File: src/rtl/core/b64se_pkg.sv
// Shared types, constants and the character map of the base64 stream encoder.
package b64se_pkg;

  localparam int unsigned QDepth  = 2;
  localparam int unsigned QPtrW   = (QDepth > 1) ? $clog2(QDepth) : 1;
  localparam int unsigned QCountW = $clog2(QDepth + 1);

  localparam logic [7:0] PadChar = 8'h3d;

  localparam logic [1:0] LastSlot = 2'd3;

  // One encode request: three bytes (zero-filled), number of '=' pads, end flag.
  typedef struct packed {
    logic [23:0] bits;
    logic [1:0]  npad;
    logic        last;
  } b64se_group_t;

  function automatic logic [7:0] sextet_char(input logic [5:0] v);
    logic [7:0] w;
    w = {2'b00, v};
    if (v < 6'd26) begin
      sextet_char = 8'h41 + w;
    end else if (v < 6'd52) begin
      sextet_char = 8'h61 + w - 8'd26;
    end else if (v < 6'd62) begin
      sextet_char = 8'h30 + w - 8'd52;
    end else if (v == 6'd62) begin
      sextet_char = 8'h2b;
    end else begin
      sextet_char = 8'h2f;
    end
  endfunction

endpackage

File: src/rtl/core/b64se_front.sv
// Front end: collects input bytes into groups and issues encode requests.
module b64se_front (
  input  logic                   clk,
  input  logic                   rst_n,
  input  logic                   in_tvalid,
  output logic                   in_tready,
  input  logic [7:0]             in_tdata,   // [7:0] data_byte
  input  logic                   in_tlast,   // end_of_message
  output logic                   req_valid,
  input  logic                   req_ready,
  output b64se_pkg::b64se_group_t req
);

  logic [1:0] fill_r, fill_nxt;
  logic [7:0] held0_r, held1_r;
  logic       accept;
  logic       emit;
  logic [7:0] b0, b1, b2;

  assign in_tready = req_ready;
  assign accept    = in_tvalid && in_tready;
  // A group goes out on its third byte or on the message end.
  assign emit      = (fill_r == 2'd2) || in_tlast;
  assign req_valid = accept && emit;

  always_comb begin
    b0 = in_tdata;
    b1 = 8'h00;
    b2 = 8'h00;
    req.npad = 2'd2;
    case (fill_r)
      2'd0: begin
        req.npad = 2'd2;
      end
      2'd1: begin
        b0 = held0_r;
        b1 = in_tdata;
        req.npad = 2'd1;
      end
      default: begin
        b0 = held0_r;
        b1 = held1_r;
        b2 = in_tdata;
        req.npad = 2'd0;
      end
    endcase
    req.bits = {b0, b1, b2};
    req.last = in_tlast;
  end

  always_comb begin
    fill_nxt = fill_r;
    if (accept) begin
      fill_nxt = emit ? 2'd0 : fill_r + 2'd1;
    end
  end

  always_ff @(posedge clk) begin
    if (!rst_n) begin
      fill_r <= 2'd0;
    end else begin
      fill_r <= fill_nxt;
    end
  end

  // Hold pending bytes; zero-fill is applied when the group is issued.
  always_ff @(posedge clk) begin
    if (accept && !emit) begin
      if (fill_r == 2'd0) begin
        held0_r <= in_tdata;
      end else begin
        held1_r <= in_tdata;
      end
    end
  end

endmodule

File: src/rtl/core/b64se_queue.sv
// Short request queue between the front end and the character back end.
module b64se_queue (
  input  logic                   clk,
  input  logic                   rst_n,
  input  logic                   push,
  input  b64se_pkg::b64se_group_t push_data,
  output logic                   not_full,
  input  logic                   pop,
  output logic                   not_empty,
  output b64se_pkg::b64se_group_t pop_data
);

  b64se_pkg::b64se_group_t              mem_r [b64se_pkg::QDepth];
  logic [b64se_pkg::QPtrW-1:0]          wr_ptr_r, rd_ptr_r;
  logic [b64se_pkg::QCountW-1:0]        count_r;
  logic                                 do_push, do_pop;

  localparam logic [b64se_pkg::QPtrW-1:0]   PtrMax  = b64se_pkg::QPtrW'(b64se_pkg::QDepth - 1);
  localparam logic [b64se_pkg::QCountW-1:0] CountMax = b64se_pkg::QCountW'(b64se_pkg::QDepth);

  assign not_full  = (count_r != CountMax);
  assign not_empty = (count_r != '0);
  assign do_push   = push && not_full;
  assign do_pop    = pop && not_empty;
  assign pop_data  = mem_r[rd_ptr_r];

  always_ff @(posedge clk) begin
    if (do_push) begin
      mem_r[wr_ptr_r] <= push_data;
    end
  end

  always_ff @(posedge clk) begin
    if (!rst_n) begin
      wr_ptr_r <= '0;
      rd_ptr_r <= '0;
      count_r  <= '0;
    end else begin
      if (do_push) begin
        wr_ptr_r <= (wr_ptr_r == PtrMax) ? '0 : wr_ptr_r + 1'b1;
      end
      if (do_pop) begin
        rd_ptr_r <= (rd_ptr_r == PtrMax) ? '0 : rd_ptr_r + 1'b1;
      end
      if (do_push && !do_pop) begin
        count_r <= count_r + 1'b1;
      end else if (do_pop && !do_push) begin
        count_r <= count_r - 1'b1;
      end
    end
  end

endmodule

File: src/rtl/core/b64se_back.sv
// Back end: turns each encode request into four characters on the output register.
module b64se_back (
  input  logic                   clk,
  input  logic                   rst_n,
  input  logic                   req_valid,
  output logic                   req_pop,
  input  b64se_pkg::b64se_group_t req,
  output logic                   out_tvalid,
  input  logic                   out_tready,
  output logic [7:0]             out_tdata,  // [7:0] out_char
  output logic                   out_tlast   // out_last
);

  b64se_pkg::b64se_group_t cur_r;
  logic                    cur_vld_r;
  logic [1:0]              idx_r;
  logic                    out_vld_r;
  logic [7:0]              out_char_r;
  logic                    out_last_r;
  logic                    load;
  logic                    at_end;
  logic [5:0]              sextet;
  logic [7:0]              char_nxt;
  logic [2:0]              data_cnt;

  assign load    = cur_vld_r && (!out_vld_r || out_tready);
  assign at_end  = (idx_r == b64se_pkg::LastSlot);
  assign req_pop = req_valid && (!cur_vld_r || (load && at_end));

  always_comb begin
    case (idx_r)
      2'd0:    sextet = cur_r.bits[23:18];
      2'd1:    sextet = cur_r.bits[17:12];
      2'd2:    sextet = cur_r.bits[11:6];
      default: sextet = cur_r.bits[5:0];
    endcase
    data_cnt = 3'd4 - {1'b0, cur_r.npad};
    char_nxt = ({1'b0, idx_r} < data_cnt) ? b64se_pkg::sextet_char(sextet)
                                           : b64se_pkg::PadChar;
  end

  always_ff @(posedge clk) begin
    if (!rst_n) begin
      cur_vld_r <= 1'b0;
      idx_r     <= 2'd0;
      out_vld_r <= 1'b0;
    end else begin
      if (req_pop) begin
        cur_vld_r <= 1'b1;
        idx_r     <= 2'd0;
      end else if (load) begin
        cur_vld_r <= !at_end;
        idx_r     <= idx_r + 2'd1;
      end
      if (load) begin
        out_vld_r <= 1'b1;
      end else if (out_tready) begin
        out_vld_r <= 1'b0;
      end
    end
  end

  always_ff @(posedge clk) begin
    if (req_pop) begin
      cur_r <= req;
    end
    if (load) begin
      out_char_r <= char_nxt;
      out_last_r <= at_end && cur_r.last;
    end
  end

  assign out_tvalid = out_vld_r;
  assign out_tdata  = out_char_r;
  assign out_tlast  = out_last_r;

endmodule

File: src/rtl/core/base64_stream_encoder.sv
// Top level of the padded base64 stream encoder.
// Bytes enter on in_* with in_tlast marking the last byte of a message; every
// third byte, or the last byte of a message, issues a group that comes out as
// four ASCII characters on out_*, with '=' pads for a short final group and
// out_tlast on the final character of the message. An input byte is taken
// whenever the two-entry group queue has room; the output register sends
// one character per cycle while out_tready is high, so the single character
// output port sets the sustained rate: four characters per three bytes.
// A message ending with no bytes produces nothing.
module base64_stream_encoder (
  input  logic       clk,
  input  logic       rst_n,
  input  logic       in_tvalid,
  output logic       in_tready,
  input  logic [7:0] in_tdata,   // [7:0] data_byte
  input  logic       in_tlast,   // end_of_message
  output logic       out_tvalid,
  input  logic       out_tready,
  output logic [7:0] out_tdata,  // [7:0] out_char
  output logic       out_tlast   // out_last
);

  b64se_pkg::b64se_group_t front_req;
  b64se_pkg::b64se_group_t back_req;
  logic                    front_valid;
  logic                    q_not_full;
  logic                    q_not_empty;
  logic                    back_pop;

  b64se_front u_front (
    .clk       (clk),
    .rst_n     (rst_n),
    .in_tvalid (in_tvalid),
    .in_tready (in_tready),
    .in_tdata  (in_tdata),
    .in_tlast  (in_tlast),
    .req_valid (front_valid),
    .req_ready (q_not_full),
    .req       (front_req)
  );

  b64se_queue u_queue (
    .clk       (clk),
    .rst_n     (rst_n),
    .push      (front_valid),
    .push_data (front_req),
    .not_full  (q_not_full),
    .pop       (back_pop),
    .not_empty (q_not_empty),
    .pop_data  (back_req)
  );

  b64se_back u_back (
    .clk        (clk),
    .rst_n      (rst_n),
    .req_valid  (q_not_empty),
    .req_pop    (back_pop),
    .req        (back_req),
    .out_tvalid (out_tvalid),
    .out_tready (out_tready),
    .out_tdata  (out_tdata),
    .out_tlast  (out_tlast)
  );

endmodule

File: config.mk
export PLATFORM = sky130hd
export DESIGN_NAME = base64_stream_encoder
export DESIGN_NICKNAME = d
export VERILOG_FILES = /design/src/rtl/core/b64se_pkg.sv /design/src/rtl/core/b64se_front.sv /design/src/rtl/core/b64se_queue.sv /design/src/rtl/core/b64se_back.sv /design/src/rtl/core/base64_stream_encoder.sv
export SDC_FILE = /design/constraint.sdc
export NUM_CORES = 1
export LEC_CHECK = 0
export BUFFER_PORTS_ARGS = -buffer_cell sky130_fd_sc_hd__buf_4
export CORE_MARGIN = 1
export CORE_UTILIZATION = 51
export CTS_CLUSTER_DIAMETER = 50
export DETAILED_ROUTE_END_ITERATION = 10
export HOLD_SLACK_MARGIN = 0.12
export PLACE_DENSITY = 0.68
export SETUP_SLACK_MARGIN = 0.4
export SKIP_LAST_GASP = 1
export SLEW_MARGIN = 20
export SYNTH_ARGS = -nofsm -noshare
export SYNTH_HDL_FRONTEND = slang
export SYNTH_HIERARCHICAL = 1
export SYNTH_SLANG_ARGS = --single-unit
File: constraint.sdc
create_clock -name clk -period 3.5 [get_ports clk]
set_input_delay 0 -clock clk [delete_from_list [all_inputs] [get_ports clk]]
set_output_delay 0 -clock clk [all_outputs]
set_load 0.005 [all_outputs]
==> flow_metrics.tcl, run 1 <==
set metrics [dict create \
    final_layout_size_suffix_gt1_share_pct 26.8 \
    dr_total_vias 2752 \
    clkTransAtPathRegs_ns 0.05 \
    synthesis.area_um2 4980 \
    hold_viol_final 0 \
    synth.distinct_cells 53 \
    drtIter0Drc 177 \
    yosysTopAreaCellShare_pct 63.9 \
    antenna_found_initial 0 \
    tightest_slew_ns 0.736 \
    grt_pass1_wl_mm 13.4 \
    hold_path_depth 2 \
    holdBufCountCts 13 \
    wire_per_inst_um 16.4 \
    p_leak_uw 0.00222 \
    timing.rr.start "u_back/idx_r[1]" \
    start_kind "flop" \
    coreArea_um2 9370 \
    port_buffers 23 \
    fin_tns_setup_ns 0 \
    clkSinkCount 117 \
    setup_violations 0 \
    place.gp.congestion 0.792 \
    ys_seq_area_share_pct 68.3 \
    die-width_um 101 \
    routed.top_layer "met4" \
    cts-root-buf "clkbuf_8" \
    hold_start "in_tdata[3]" \
    synthTopCellsByCount "edfxtp_1 (106), mux2_2 (39), inv_1 (17), and2_1 (16), ha_1 (13)" \
    maxSlewViolCount 0 \
    totalPowerFinal_uw 5430 \
    htree_levels 4 \
    routed_via_density 5.41 \
    ios 24 \
    synth.area.top_cells "edfxtp_1 (64%), mux2_2 (8.8%), dfxtp_1 (4.4%), ha_1 (3.3%), and2_1 (2.0%)" \
    synth_nets 344 \
    finalWorstSetupSlack_ns 0.971 \
    skew_ns 0.00943 \
    num_rows 35 \
    pre_cts_slack_ns 1.06 \
    crit_type "flop to flop" \
    grt_max_degree 29 \
    wl_met1_mm 3.82 \
    cts_tree "done" \
    yosys.cell_count.top_type "edfxtp_1" \
    synth-seq-cells 117 \
    final.period_utilization_pct 72.3 \
    path_max_fanout 6 \
    cp-end-kind "flop" \
    insertedDiodeCount 0 \
    fmax_mhz 395 \
    yosys.area.top_type "edfxtp_1" \
    r2r_end "u_back/out_tdata[4]" \
    hold_end "u_front/held1_r[3]" \
    start_util_pct 53.2 \
    hpwl_mm 5.32 \
    drtPass1Iterations 7 \
    wl_met2_mm 4.09 \
    cp.arrival_ns 2.76 \
    dr_wl_met3_um 355 \
    synth-edff-count 106 \
    power_density_nw_per_um2 908 \
    grt_pass1_vias 2660 \
    ys.flop_type "edfxtp_1" \
    vdd_drop_max_v 0.000451 \
    rsz0062_at_grt "false" \
    cts_resized 0 \
    yosysWarningCount 6 \
    die_y_um 101 \
    area_delta_synth_final_pct 20.2 \
    reg2reg_slack_ns 0.97 \
    clock_latency_ns 0.50 \
    fin_nets 394 \
    slew_headroom_pct 50.9 \
    drv_cap 0 \
    ant_nets 0 \
    grt-ovfl-total 0 \
    drc 0 \
    dieArea_um2 10200 \
    outcome "complete, no violations" \
    cp.required_ns 3.73 \
    hp-class "primary input to flop" \
    routed_wirelength_mm 8.36 \
    r2r_cells 10 \
    netlist_instances 318 \
    cts_buffers 17 \
    cts_buffer_depth 2 \
    postCtsSetupBuffers 0 \
    track_usage_pct 18.3 \
    syn_avg_cell_area_um2 15.7 \
    postSynth.asyncResetShare_pct 0 \
    finalCriticalPeriod_ns 2.53 \
]
-- cell type report --
cell class                      instances  area (um2)
Inverter                               19        71.3
Timing Repair Buffer                   40         333
Sequential cell                       117        3400
Tap cell                              129         161
Multi-Input combinational cell        173        1440
Clock buffer                           19         422
Clock inverter                         12         161
Fill cell                             678        3380
-- how the worst max path moves through the flow --
stage / from / slack, ns / cells past startpoint / to
after floorplan: u_back/idx_r[1] / 0.70 / 8 / u_queue/count_r[1]
after global placement: u_back/idx_r[1] / 1.13 / 10 / u_back/out_tdata[4]
after detailed placement: u_back/idx_r[1] / 1.06 / 10 / u_back/out_tdata[4]
after CTS: u_back/idx_r[1] / 1.03 / 10 / u_back/out_tdata[4]
after global routing: u_back/idx_r[1] / 0.79 / 10 / u_back/out_tdata[4]
final: u_back/idx_r[1] / 0.97 / 10 / u_back/out_tdata[4]
-- metal layers --
metal  global-route usage [%]  up-vias
li1                         -     1313
met1                     22.9     1346
met2                     29.2       85
met3                     6.17        8
met4                     7.58        0
met5                        0        -
-- kinds of logic after synthesis --
logic type               count (synthesis)  synth area share (%)
AO/OA/AOI/OAI                           47                  7.11
XOR/XNOR                                 5                 0.879
adder cells (fa/ha/maj)                 13                  3.26
buffers and inverters                   28                  2.89
flip-flops                             117                  68.3
multiplexers                            46                  10.4
other                                    1                0.0753
AND/OR/NAND/NOR                         61                  7.08
-- registers in the layout (all words and copies together) (netlist names), named ones only --
signal	cells
u_queue/mem_r	54
u_queue/count_r	2
u_back/out_tlast	1
u_queue/rd_ptr_r	1
u_back/cur_vld_r	1
u_back/out_tvalid	1
u_queue/wr_ptr_r	1
u_back/out_tdata	8
u_front/held0_r	8
u_back/idx_r	2
u_back/cur_r	27
u_front/held1_r	8
u_front/fill_r	2
-- stage by stage --
stage / util [%] / hold WS, ns / cell area [um2] / cells
5_1_grt: 63.9 / 0.238 / 5990 / 509
4_1_cts: 63.9 / 0.232 / 5990 / 509
3_5_place_dp: 56.3 / 0.207 / 5270 / 465
6_report: 63.9 / 0.255 / 5990 / 509
2_1_floorplan: - / 0.0989 / 4980 / 318
3_3_place_gp: 56.3 / 0.209 / 5270 / 465
-- report_power, final --
group	total, uW	leakage [uW]	internal (uW)	switching [uW]
logic	1620	0.000868	698	918
clock network	1690	0.000282	1140	553
registers	2130	0.00107	2010	118
-- cell usage in the layout (no fill, tap or decap), types with 3 or more instances in the layout --
cell type | Yosys | routed
edfxtp_1 | 106 | 106
mux2_2 | 39 | 39
a222oi_1 | 5 | 5
nand3_1 | 4 | 4
and2_1 | 16 | 16
nor3_1 | 3 | 3
bufinv_16 | 0 | 4
ha_1 | 13 | 13
dfxtp_1 | 11 | 11
nor2_1 | 9 | 9
o21ai_0 | 5 | 5
a22o_1 | 8 | 8
buf_4 | 4 | 27
inv_1 | 17 | 17
xnor2_1 | 4 | 4
a21oi_1 | 6 | 6
clkinv_1 | 0 | 4
dlygate4sd3_1 | 0 | 13
clkbuf_16 | 0 | 16
nand2b_1 | 4 | 4
mux2i_1 | 5 | 5
and3_1 | 3 | 3
nand2_1 | 10 | 10
-- worst max-delay path: stages, from the launching register on --
cell and delay (ns):
dfxtp_1 0.40, inv_1 0.08, ha_1 0.26, a22oi_1 0.27, nand2_1 0.09, mux2i_1 0.40
inv_1 0.12, ha_1 0.23, a41o_1 0.19, a21oi_1 0.11, o221ai_1 0.11
No activity file was read; power rests on OpenSTA's default activity.
==> run 2: changes to the inputs <==
- ABC_AREA: unset -> 1
- clock period: 3.5 -> 2.41 ns (I/O delays scaled with it)
==> flow_metrics.tcl, run 2 <==
set metrics [dict create \
    grt_max_degree 28 \
    coreArea_um2 9820 \
    internal-power_uw 5410 \
    start_util_pct 52.9 \
    top_regs "u_queue/mem_r (54), u_back/cur_r (27)" \
    largest_register_ffs 54 \
    insertedDiodeCount 0 \
    hold_viol_final 0 \
    synth.distinct_cells 35 \
    track_usage_pct 19.2 \
    wl_met1_mm 3.70 \
    clkTransAtPathRegs_ns 0.06 \
    cts_buffers 17 \
    ios 24 \
    dr_total_vias 3006 \
    clkSinkCount 117 \
    largest-register "u_queue/mem_r" \
    power_switching_uw 2210 \
    r2r_end "u_back/out_tdata[1]" \
    power.share.sequential_pct 38.5 \
    postSynth.asyncResetShare_pct 0 \
    reg2reg_slack_ns 0.47 \
    routed_via_density 4.99 \
    hold_path_depth 2 \
    drv_cap 0 \
    die-width_um 103 \
    timing.rr.start "u_back/idx_r[1]" \
    mostFrequentLayoutCell "edfxtp_1" \
    synth_top_family_by_area "simple AND/OR/NAND/NOR gates" \
    synth-seq-cells 117 \
    hpwl_mm 5.87 \
    antenna_found_initial 0 \
    area_delta_synth_final_pct 21.9 \
    yosys.cell_count.top_type "edfxtp_1" \
    synthTopCellsByCount "edfxtp_1 (106), nand2_1 (78), inv_1 (47), nor2_1 (34), mux2_4 (20)" \
    cp-end-kind "flop" \
    synthMuxAreaShare_pct 7.74 \
    placedCellCount 554 \
    clock_latency_ns 0.51 \
    power_density_nw_per_um2 1200 \
    fmax_mhz 515 \
    drtPass1Iterations 4 \
    yosysTopAreaCellShare_pct 61.3 \
    synth_nets 428 \
    start_kind "flop" \
    pwr-share-clk_pct 34.4 \
    wl_met2_mm 4.55 \
    die_y_um 103 \
    ys.flop_type "edfxtp_1" \
    cts_tree "done" \
    hold_start "in_tdata[4]" \
    r2r_cells 8 \
    synth_xor_area_share_pct 0.169 \
    grt-ovfl-total 0 \
    drtIter0Drc 114 \
    cts-root-buf "clkbuf_8" \
    synthSimpleGateAreaFrac_pct 11.7 \
    routed.top_layer "met4" \
    hp-class "primary input to flop" \
    finalCriticalPeriod_ns 1.94 \
    drc 0 \
    combPwrFrac_pct 27.1 \
    ys_seq_area_share_pct 65.6 \
    synthesis.area_um2 5190 \
    cp.required_ns 2.67 \
    final_cell_mix "edfxtp_1 (106), nand2_1 (78), inv_1 (45)" \
    yosys.area.top_type "edfxtp_1" \
    place.gp.congestion 0.897 \
    skew_ns 0.00575 \
    grt_pass1_vias 3114 \
    yosysWarningCount 6 \
    final_layout_size_suffix_gt1_share_pct 29.6 \
    synth.area.top_cells "edfxtp_1 (61%), mux2_4 (5.8%), nand2_1 (5.6%), dfxtp_1 (4.2%), inv_1 (3.4%)" \
    path_max_fanout 12 \
    p_leak_uw 0.00251 \
    final.period_utilization_pct 80.5 \
    netlist_instances 402 \
    ant_nets 0 \
    outcome "complete, no violations" \
    setup_violations 0 \
    port_buffers 23 \
    maxSlewViolCount 0 \
    fin_nets 482 \
    cp.arrival_ns 2.20 \
    dieArea_um2 10600 \
    dr_wl_met3_um 320 \
    synth_adder_area_share_pct 3.13 \
    hold_end "u_front/held1_r[4]" \
    grt_pass1_wl_mm 14.6 \
    synth-edff-count 106 \
    cts_buffer_depth 2 \
    syn_avg_cell_area_um2 12.9 \
    num_rows 36 \
    fin_tns_setup_ns 0 \
    n_fill_cell 738 \
    vdd_drop_max_v 0.000589 \
    rsz0062_at_grt "true" \
    synth_compound_area_share_pct 6.10 \
    crit_type "flop to flop" \
    final_cells 602 \
    htree_levels 4 \
    routed_wirelength_mm 8.84 \
    wire_per_inst_um 14.7 \
    swShare_pct 29.0 \
]
## run 2: critical path, cell delays in order (launching register included)
cell and delay [ns]:
dfxtp_2 0.39, ha_2 0.25, inv_4 0.08, nand2_1 0.13, nor2_1 0.07, nor2_2 0.18
ha_2 0.30, o21ai_0 0.22, nor2_1 0.07
## run 2: routing by layer
layer,up-vias,GRT usage (%)
met5,-,0
met2,69,33.2
met3,23,5.83
li1,1487,-
met1,1427,21.4
met4,0,9.97
## run 2: worst max path at each step
stage / start / to / slack (ns) / cells past startpoint
floorplan: u_front/fill_r[0] / u_queue/mem_r[1][0] / 0.07 / 6
global placement: u_back/idx_r[0] / u_back/out_tdata[4] / 0.41 / 13
detailed placement: u_back/idx_r[0] / u_back/out_tdata[4] / 0.36 / 13
CTS: u_back/idx_r[0] / u_back/out_tdata[1] / 0.43 / 10
global route: u_back/idx_r[1] / u_back/out_tdata[2] / 0.35 / 10
finish: u_back/idx_r[1] / u_back/out_tdata[1] / 0.47 / 8
## run 2: cell families after synthesis
| kind of cell | count (synthesis) |
|---|---|
| xor gates and xnor gates | 1 |
| AOI/OAI and AO/OA | 42 |
| and+or+nand+nor | 141 |
| other | 1 |
| buffers and inverters | 58 |
| DFF | 117 |
| muxes | 29 |
| adders and majority gates | 13 |
## run 2: layout make-up
| type | count | area (um2) | share of cell area (%) |
|---|---|---|---|
| sequential | 117 | 3410 | 53.9 |
| multi-input combinational | 227 | 1580 | 24.9 |
| clock buffer | 17 | 414 | 6.55 |
| timing repair buffer | 44 | 363 | 5.73 |
| clock inverter | 15 | 211 | 3.34 |
| inverter | 49 | 186 | 2.95 |
| tap | 133 | 166 | 2.63 |
## run 2: timing repair
| action | in CTS | in global routing |
|---|---|---|
| endpoints found under the hold margin | 77 | 0 |
| resized for setup | 1 | 17 |
| setup endpoints to repair | 1 | 7 |
| hold buffers | 13 | 0 |
| pin swaps | 0 | 3 |
| buffers inserted | 0 | 3 |
## run 2: through the flow
stage               worst slack (ns)  hold slack, ns  total power [uW]  utilization (%)  instance area (um2)
floorplan                     0.0733          0.0989              4430                -                 5210
global placement               0.411           0.190              4870             55.8                 5480
finish                         0.470           0.215              7620             64.4                 6330
CTS                            0.431           0.192              7570             63.6                 6240
global route                   0.351           0.202              8040             64.4                 6330
detailed placement             0.360           0.188              4910             55.8                 5480
## run 2: power by group through the flow
| stage | sequential (uW) | clock (uW) | combinational (uW) |
|---|---|---|---|
| floorplan | 2920 | 0 | 1510 |
| global placement | 2960 | 0 | 1910 |
| detailed placement | 2970 | 0 | 1940 |
| CTS | 2930 | 2650 | 1990 |
| global route | 2980 | 2730 | 2320 |
| finish | 2940 | 2620 | 2060 |
==> run 3: changes to the inputs <==
- clock period: 2.41 -> 1.8 ns (I/O delays scaled with it)
==> flow_metrics.tcl, run 3 (synthesized netlist as in run 2, its figures left out) <==
set metrics [dict create \
    outcome "complete, but fails checks" \
    violations "negative setup slack" \
    grt_pass1_vias 3318 \
    coreArea_um2 9820 \
    drc 0 \
    track_usage_pct 22.0 \
    totalPowerFinal_uw 10800 \
    path_max_fanout 7 \
    maxSlewViolCount 0 \
    grt_pass1_wl_mm 16.4 \
    wl_met2_mm 6.17 \
    start_kind "flop" \
    cts-root-buf "clkbuf_8" \
    insertedDiodeCount 0 \
    hpwl_mm 5.77 \
    cp-end-kind "flop" \
    placedCellCount 564 \
    final_cells 649 \
    place.gp.congestion 0.957 \
    clock_latency_ns 0.52 \
    htree_levels 4 \
    clkTransAtPathRegs_ns 0.05 \
    ios 24 \
    grt_max_degree 28 \
    crit_type "flop to flop" \
    dr_wl_met3_um 317 \
    cts_buffers 17 \
    finalWorstSetupSlack_ns -0.0283 \
    die-width_um 103 \
    grt-ovfl-total 0 \
    drv_cap 0 \
    largest-register "u_queue/mem_r" \
    multi_input_area_um2 1930 \
    wire_per_inst_um 17.4 \
    antenna_found_initial 0 \
    rsz0062_at_grt "true" \
    routed.top_layer "met4" \
    area_delta_synth_final_pct 39.2 \
    skew_ns 0.00988 \
    final_cell_mix "edfxtp_1 (106), buf_4 (48), nand2_1 (45)" \
    mostFrequentLayoutCell "edfxtp_1" \
    n_fill_cell 607 \
    p_leak_uw 0.00283 \
    ant_nets 0 \
    pre_cts_slack_ns -0.110 \
    port_buffers 23 \
    drtIter0Drc 138 \
    dieArea_um2 10600 \
    routed_wirelength_mm 11.3 \
    finalCriticalPeriod_ns 1.83 \
    top_regs "u_queue/mem_r (54), u_back/cur_r (27)" \
    hold_viol_final 0 \
    cp.arrival_ns 2.10 \
    ff_latch_area_um2 3420 \
    num_rows 36 \
    clkSinkCount 117 \
    cp.required_ns 2.07 \
    setup_violations 4 \
    cts_buffer_depth 2 \
    reg2reg_slack_ns -0.03 \
    hp-class "primary input to flop" \
    routed_via_density 5.13 \
    final.period_utilization_pct 102 \
    utilization_pct 73.6 \
    final_layout_size_suffix_gt1_share_pct 50.0 \
    drtPass1Iterations 4 \
    die_y_um 103 \
    fin_nets 532 \
    wl_met1_mm 4.49 \
    cts_tree "done" \
    largest_register_ffs 54 \
    power_density_nw_per_um2 1500 \
    start_util_pct 52.9 \
    vdd_drop_max_v 0.000829 \
    fmax_mhz 547 \
    dr_total_vias 3328 \
]
## run 3: cell count changes in the layout (fill, tap and decap cells not counted), moves of 11 or more
cell | before | now
nand2_2 | 4 | 24
buf_6 | 0 | 19
buf_4 | 31 | 48
nand2_4 | 1 | 14
nor2_1 | 27 | 15
inv_1 | 45 | 34
nand2_1 | 78 | 45
## run 3: critical path, stage by stage, from the launching register on
cell	delay [ns]
dfxtp_4	0.40
inv_4	0.06
ha_4	0.19
nand2_4	0.08
nand2_4	0.06
o21ai_4	0.28
nand2_2	0.11
nand2_4	0.12
nand3_1	0.11
nand3_1	0.11
nand2_1	0.05
## run 3: power by group
group	internal (uW)	switching [uW]	total, uW
Sequential	3740	238	3980
Combinational	2010	2120	4130
Clock	1630	1080	2700
## run 3: timing repair
| action | 4_1_cts | 5_1_grt |
|---|---|---|
| endpoints found under the hold margin | 77 | 0 |
| endpoints found under the setup margin | 156 | 144 |
| hold buffers | 12 | 0 |
| gates resized for setup | 88 | 63 |
| pin swaps | 42 | 32 |
| buffers inserted | 26 | 8 |
| cloned | 6 | 4 |
## run 3: final timing paths
check	to	cells past startpoint	start
hold reg to reg	u_front/fill_r[1]	2	u_front/fill_r[1]
hold / removal	u_front/held1_r[4]	2	in_tdata[4]
setup reg to reg	u_back/out_tdata[2]	10	u_back/idx_r[1]
setup / recovery	u_back/out_tdata[2]	10	u_back/idx_r[1]
## run 3: final cells by class
cell class | instances | share of cell area, %
clock buffer | 20 | 5.89
clock inverter | 9 | 0.572
inverter | 49 | 3.00
multi-input combinational | 228 | 26.8
sequential | 117 | 47.3
tap | 133 | 2.30
timing repair buffer | 93 | 14.1
## run 3: through the flow
stage	TNS [ns]	hold WS, ns	area (um2)
finish	-0.0689	0.215	7220
global route	-0.482	0.208	7220
global placement	-0.146	0.188	5670
CTS	0	0.187	6870
floorplan	-0.191	0.0989	5290
detailed placement	-0.409	0.189	5670
## run 3: per-layer routing
metal | vias to the layer above | GRT usage (%)
li1 | 1589 | -
met1 | 1632 | 24.1
met3 | 27 | 5.42
met5 | - | 0
met2 | 80 | 38.5
met4 | 0 | 13.2
